--- config.mk ---
export PLATFORM = sky130hd
export DESIGN_NAME = afl_lane
export DESIGN_NICKNAME = d
export VERILOG_FILES = /design/src/sv/afl_pkg.sv /design/src/sv/afl_lane.sv
export SDC_FILE = /design/constraint.sdc
export NUM_CORES = 2
export LEC_CHECK = 0
export ABC_AREA = 1
export BUFFER_PORTS_ARGS = -buffer_cell sky130_fd_sc_hd__buf_2
export CAP_MARGIN = 20
export CORE_ASPECT_RATIO = 1.1
export CORE_MARGIN = 5
export CORE_UTILIZATION = 60
export CTS_CLUSTER_DIAMETER = 30
export CTS_CLUSTER_SIZE = 24
export DETAILED_ROUTE_END_ITERATION = 12
export PLACE_DENSITY = 0.77
export SYNTH_ARGS = -nofsm -noshare
export SYNTH_HDL_FRONTEND = slang
export SYNTH_SLANG_ARGS = --single-unit
--- constraint.sdc ---
create_clock -name i_clk -period 20.4 [get_ports i_clk]
set_input_delay 3.06 -clock i_clk [delete_from_list [all_inputs] [get_ports i_clk]]
set_output_delay 3.06 -clock i_clk [all_outputs]
set_load 0.01 [all_outputs]
--- src/sv/afl_pkg.sv ---
// Package for the airfoil coefficient lookup: coefficient tables, fixed-point
// constants and the types shared by the channels, the lane and the top level.
// No dependencies.
package afl_pkg;

    typedef logic signed [18:0] t_coef;   // table entry, units of 1e-5
    typedef logic signed [18:0] t_lift;   // Q2.16 signed
    typedef logic        [17:0] t_drag;   // Q2.16 unsigned

    localparam int WING_POINTS = 9;
    localparam int TAIL_POINTS = 7;

    // Angle limits in Q8.8, widened to 17 bits for the offset math
    localparam logic signed [16:0] WING_START = -17'sd2048;
    localparam logic signed [16:0] WING_END   = 17'sd6144;
    localparam logic        [15:0] TAIL_END   = 16'd6144;

    localparam logic signed [15:0] FLAP_ONE     = 16'sd16384;
    localparam t_drag              OUT_DRAG_Q16 = 18'd49152;

    // n / (2^13 * 3125), rounded: add half the divisor, shift by 13, then
    // divide by 3125 through a reciprocal with one correction step.
    localparam logic [42:0] ROUND_BIAS   = 43'd12800000;
    localparam int          ROUND_SHIFT  = 13;
    localparam logic [11:0] SCALE_DIV    = 12'd3125;
    localparam logic [28:0] RECIP_M      = 29'd351843720;   // floor(2^40 / 3125)
    localparam int          RECIP_SHIFT  = 40;

    localparam t_coef WING_CL_MID [WING_POINTS] = '{
        -19'sd54000, -19'sd20000, 19'sd20000, 19'sd57000, 19'sd92000,
        19'sd121000, 19'sd143000, 19'sd140000, 19'sd100000};
    localparam t_coef WING_CL_DOWN [WING_POINTS] = '{
        19'sd0, 19'sd45000, 19'sd85000, 19'sd102000, 19'sd139000,
        19'sd165000, 19'sd175000, 19'sd138000, 19'sd117000};
    localparam t_coef WING_CL_UP [WING_POINTS] = '{
        -19'sd74000, -19'sd40000, 19'sd0, 19'sd27000, 19'sd63000,
        19'sd92000, 19'sd103000, 19'sd110000, 19'sd78000};
    localparam t_coef WING_CD_MID [WING_POINTS] = '{
        19'sd1000, 19'sd740, 19'sd400, 19'sd900, 19'sd1300,
        19'sd2300, 19'sd5000, 19'sd12000, 19'sd21000};
    localparam t_coef WING_CD_DOWN [WING_POINTS] = '{
        19'sd650, 19'sd430, 19'sd550, 19'sd1530, 19'sd2210,
        19'sd3910, 19'sd10000, 19'sd19500, 19'sd30000};
    localparam t_coef WING_CD_UP [WING_POINTS] = '{
        19'sd500, 19'sd430, 19'sd550, 19'sd2601, 19'sd3757,
        19'sd6647, 19'sd13000, 19'sd18000, 19'sd25000};
    localparam t_coef TAIL_CL [TAIL_POINTS] = '{
        19'sd0, 19'sd45600, 19'sd73600, 19'sd96800, 19'sd114400,
        19'sd112000, 19'sd80000};
    localparam t_coef TAIL_CD [TAIL_POINTS] = '{
        19'sd320, 19'sd720, 19'sd1040, 19'sd1840, 19'sd4000,
        19'sd9600, 19'sd16800};

    // Segment end points for one coefficient: neutral table and blend target
    typedef struct packed {
        t_coef lo_m;
        t_coef hi_m;
        t_coef lo_o;
        t_coef hi_o;
    } t_lane_in;

endpackage

--- src/sv/afl_lane.sv ---
// Arithmetic lane for one coefficient: interpolation, flap blend and rounding
// to Q2.16 over four register stages. Depends on afl_pkg.
module afl_lane import afl_pkg::*; (
    input  logic        i_clk,
    input  logic        i_en,
    input  t_lane_in    i_tab,
    input  logic [9:0]  i_frac,
    input  logic [14:0] i_flap_mag,
    output logic [17:0] o_mag,
    output logic        o_neg
);

    // stage 2: interpolate both tables
    logic signed [19:0] w_dm, w_do;
    logic signed [30:0] w_pm, w_po;
    logic signed [29:0] n_base_m, n_base_o, r_base_m, r_base_o;
    logic        [14:0] r_af;

    // stage 3: blend
    logic signed [30:0] w_diff;
    logic signed [46:0] w_blend;
    logic signed [47:0] n_n, r_n;

    // stage 4: magnitude, half bias, shift
    logic        [42:0] w_mag;
    logic        [43:0] w_sum;
    logic        [29:0] n_t, r_t;
    logic               r_neg4;

    // stage 5: reciprocal multiply
    logic        [58:0] w_prod;
    logic        [18:0] r_q0;
    logic        [29:0] r_t5;
    logic               r_neg5;

    // final correction (registered by the top level)
    logic        [30:0] w_back, w_rem;
    logic        [18:0] w_q;

    always_comb begin
        w_dm     = 20'(i_tab.hi_m) - 20'(i_tab.lo_m);
        w_do     = 20'(i_tab.hi_o) - 20'(i_tab.lo_o);
        w_pm     = w_dm * $signed({1'b0, i_frac});
        w_po     = w_do * $signed({1'b0, i_frac});
        n_base_m = (30'(i_tab.lo_m) <<< 10) + w_pm[29:0];
        n_base_o = (30'(i_tab.lo_o) <<< 10) + w_po[29:0];

        w_diff   = 31'(r_base_o) - 31'(r_base_m);
        w_blend  = w_diff * $signed({1'b0, r_af});
        n_n      = (48'(r_base_m) <<< 14) + 48'(w_blend);

        w_mag    = r_n[47] ? 43'(-r_n) : r_n[42:0];
        w_sum    = {1'b0, w_mag} + {1'b0, ROUND_BIAS};
        n_t      = w_sum[ROUND_SHIFT +: 30];

        w_prod   = r_t * RECIP_M;

        w_back   = r_q0 * SCALE_DIV;
        w_rem    = {1'b0, r_t5} - w_back;
        w_q      = (w_rem >= {19'd0, SCALE_DIV}) ? (r_q0 + 19'd1) : r_q0;
    end

    always_ff @(posedge i_clk) begin
        if (i_en) begin
            r_base_m <= n_base_m;
            r_base_o <= n_base_o;
            r_af     <= i_flap_mag;
            r_n      <= n_n;
            r_t      <= n_t;
            r_neg4   <= r_n[47];
            r_q0     <= w_prod[RECIP_SHIFT +: 19];
            r_t5     <= r_t;
            r_neg5   <= r_neg4;
        end
    end

    assign o_mag = w_q[17:0];
    assign o_neg = r_neg5;

endmodule

==> flow_summary_export.csv <==
group,metric,value,unit
timing,setup_viol,0,
synth,ys.flop_type,"edfxtp_1",
placement,hpwl,149000,um
timing,fin_crit,9.63,ns
cts,cts_hold_buf,0,
detailed_routing,wirelength,172000,um
cts,root_buffer,"clkbuf_16",
timing,fmax,104,MHz
detailed_routing,drt_iter0_drc,3559,
setup_path,rr_worst_depth,31,
status,status,"completed",
final_layout,fin_nets,10000,
cts,clock_latency,0.54,ns
worst_hold_path,min_path_type,"reg2reg",
worst_hold_path,min_from,"r_neg4",
setup_path,rr_endpoint,"r_n[47]",
detailed_routing,firstDrtPassIters,6,
setup_path,required,20.71,ns
cts,cts_htree_levels,4,
setup_path,r2r-start,"r_base_m[0]",
setup_path,cp.arrival,9.95,ns
placement,io_buffers,121,
grt,grt_pass1_vias,53900,
cts,numCtsBuffers,17,
timing,relSlewSlack,26.1,%
final_layout,layout-drive-gt1-share,4.86,%
floorplan,ios,122,
setup_path,crit_path_start,"i_tab[0]",
synth,synthCells,7751,
synth,synth_area_per_cell,8.40,sq um
grt,overflow,0,
grt,track_usage,31.0,%
timing,finalMaxSlewViolations,0,
synth,yosys_warnings,0,
synth,synth_edf_count,200,
setup_path,max_stage_delay,0.55,ns
floorplan,core_area,108000,sq um
setup_path,worstSetupEndpointType,"flop",
detailed_routing,wire_per_inst,18.6,um
grt,antenna_found_initial,1,
setup_path,critPathSlowestCell,"fa_1",
timing,timing.final.crit_share,47.2,%
timing,hold_viol,0,
cts,clkTransAtPathRegs,0.09,ns
setup_path,worstSetupPathType,"in2reg",
grt,grt_start_max_net_pins,74,
cts,post_cts_resized,0,
floorplan,initial_utilization,60.5,%
detailed_routing,dr_total_vias,50600,
setup_path,critPathLaunchType,"primary input",
final_layout,area_growth,4.65,%
synth,ys_seq_elements,200,
setup_path,crit_fanout,6,
setup_path,crit_path_end,"r_base_o[26]",
timing,worst-slew-pin-transition,1.10,ns
placement,routabilityCongestion,0.954,
cts,postCtsSetupBuffers,0,
floorplan,die_w,324,um
detailed_routing,drc_errors,0,
synth,synth_area,65100,sq um
synth,synth.distinct_cells,60,
floorplan,num_rows,126,
setup_path,path_common_cell,"nand2_1",
cts,cts_max_path_buffers,2,
cts,clock-sinks,200,
timing,finalClockSkew,0.0229,ns
grt,grt_pass1_wl,281000,um
timing,tns,0,ns
synth,ys_seq_area_share,9.23,%
synth,syn_nets,9910,
synth,async_flop_share,0,%
flow_run,drv_cap,0,
timing,grt_setup_unrepaired,"no",
detailed_routing,via_per_inst,5.45,
floorplan,die_area,115000,sq um
setup_path,reg2reg_setup_slack,11.34,ns
cts,cts_tree,"done",
detailed_routing,ant_nets,0,
floorplan,fp.dieH,355,um
final_layout,final_core_util,63.3,%
-- cell usage in the layout (no fill, tap or decap), drive strengths merged, types with 83 or more instances in the layout --
| cell | count |
|---|---|
| a21oi | 255 |
| buf | 172 |
| edfxtp | 200 |
| fa | 1261 |
| ha | 795 |
| inv | 2180 |
| nand2 | 1195 |
| nand3 | 251 |
| nor2 | 794 |
| o21ai | 154 |
| or2 | 83 |
| xnor2 | 87 |
| xor2 | 121 |
-- cell type report --
cell class / count / area (sq um)
inverters: 2185 / 8200
clock inverters: 15 / 205
flip-flops and latches: 200 / 6010
clock buffers: 17 / 425
diodes: 3 / 7.51
multi-input cells: 5269 / 50500
well taps: 1408 / 1760
fillers: 9146 / 39400
repair buffers: 173 / 1010
-- through the flow --
step | setup WS (ns) | cell area (sq um) | cells | hold WS, ns
after floorplan | 11.20 | 65100 | 7751 | 0.400
after global placement | 10.35 | 67400 | 9234 | 0.401
after detailed placement | 10.18 | 67400 | 9234 | 0.413
after CTS | 10.78 | 68100 | 9266 | 0.433
after global routing | 10.22 | 68100 | 9267 | 0.458
final | 10.77 | 68100 | 9270 | 0.430
-- state kept, by name, summed over array words and instances (netlist names) --
register / flops
o_neg: 1
r_af: 15
r_base_m: 30
r_base_o: 30
r_n: 44
r_neg4: 1
r_q0: 19
r_t: 30
r_t5: 30
-- routing by layer --
metal	vias up	track usage, %	routed length [um]
li1	23300	-	-
met1	24800	40.4	69200
met2	1984	52.9	83200
met3	379	5.02	13200
met4	0	10.8	6920
met5	-	0	0
-- synthesized netlist by cell type, types with 77 or more instances --
cell	count	share of area [%]
fa_1	1261	39
xnor2_1	84	1.1
xor2_1	118	1.6
clkbuf_1	77	0.44
or2_2	80	0.77
o21ai_0	139	1.1
inv_1	2161	12
nand3_1	246	1.9
ha_1	795	15
a21oi_1	251	1.9
nand2_1	1172	6.8
edfxtp_1	200	9.2
nor2_1	766	4.4
-- worst max-delay path: cells and delay by family --
kind / cells / cell delay (ns)
AO/OA/AOI/OAI: 6 / 1.39
AND/OR/NAND/NOR: 11 / 1.21
adder cells (fa/ha/maj): 8 / 3.17
buffers and inverters: 7 / 0.64
XOR/XNOR: 1 / 0.46
-- how the worst min path moves through the flow --
stage	depth (start not counted)	endpoint
3_3_place_gp	0	o_neg
3_5_place_dp	0	o_neg
2_1_floorplan	0	o_neg
5_1_grt	0	o_neg
4_1_cts	0	o_neg
6_report	0	o_neg
-- kinds of logic (layout without fill, tap and decap cells) --
logic type | after synthesis | in the layout | share of synthesized area [%]
buffers and inverters | 2282 | 2390 | 13.2
and+or+nand+nor | 2470 | 2470 | 15.9
adders and majority gates | 2056 | 2056 | 54.1
AOI/OAI and AO/OA | 535 | 535 | 4.68
DFF | 200 | 200 | 9.23
xor gates and xnor gates | 208 | 208 | 2.87
other | 0 | 3 | 0
Power is not shown: default switching activity piles up to over one toggle a cycle in this logic, so the estimate is an artifact.
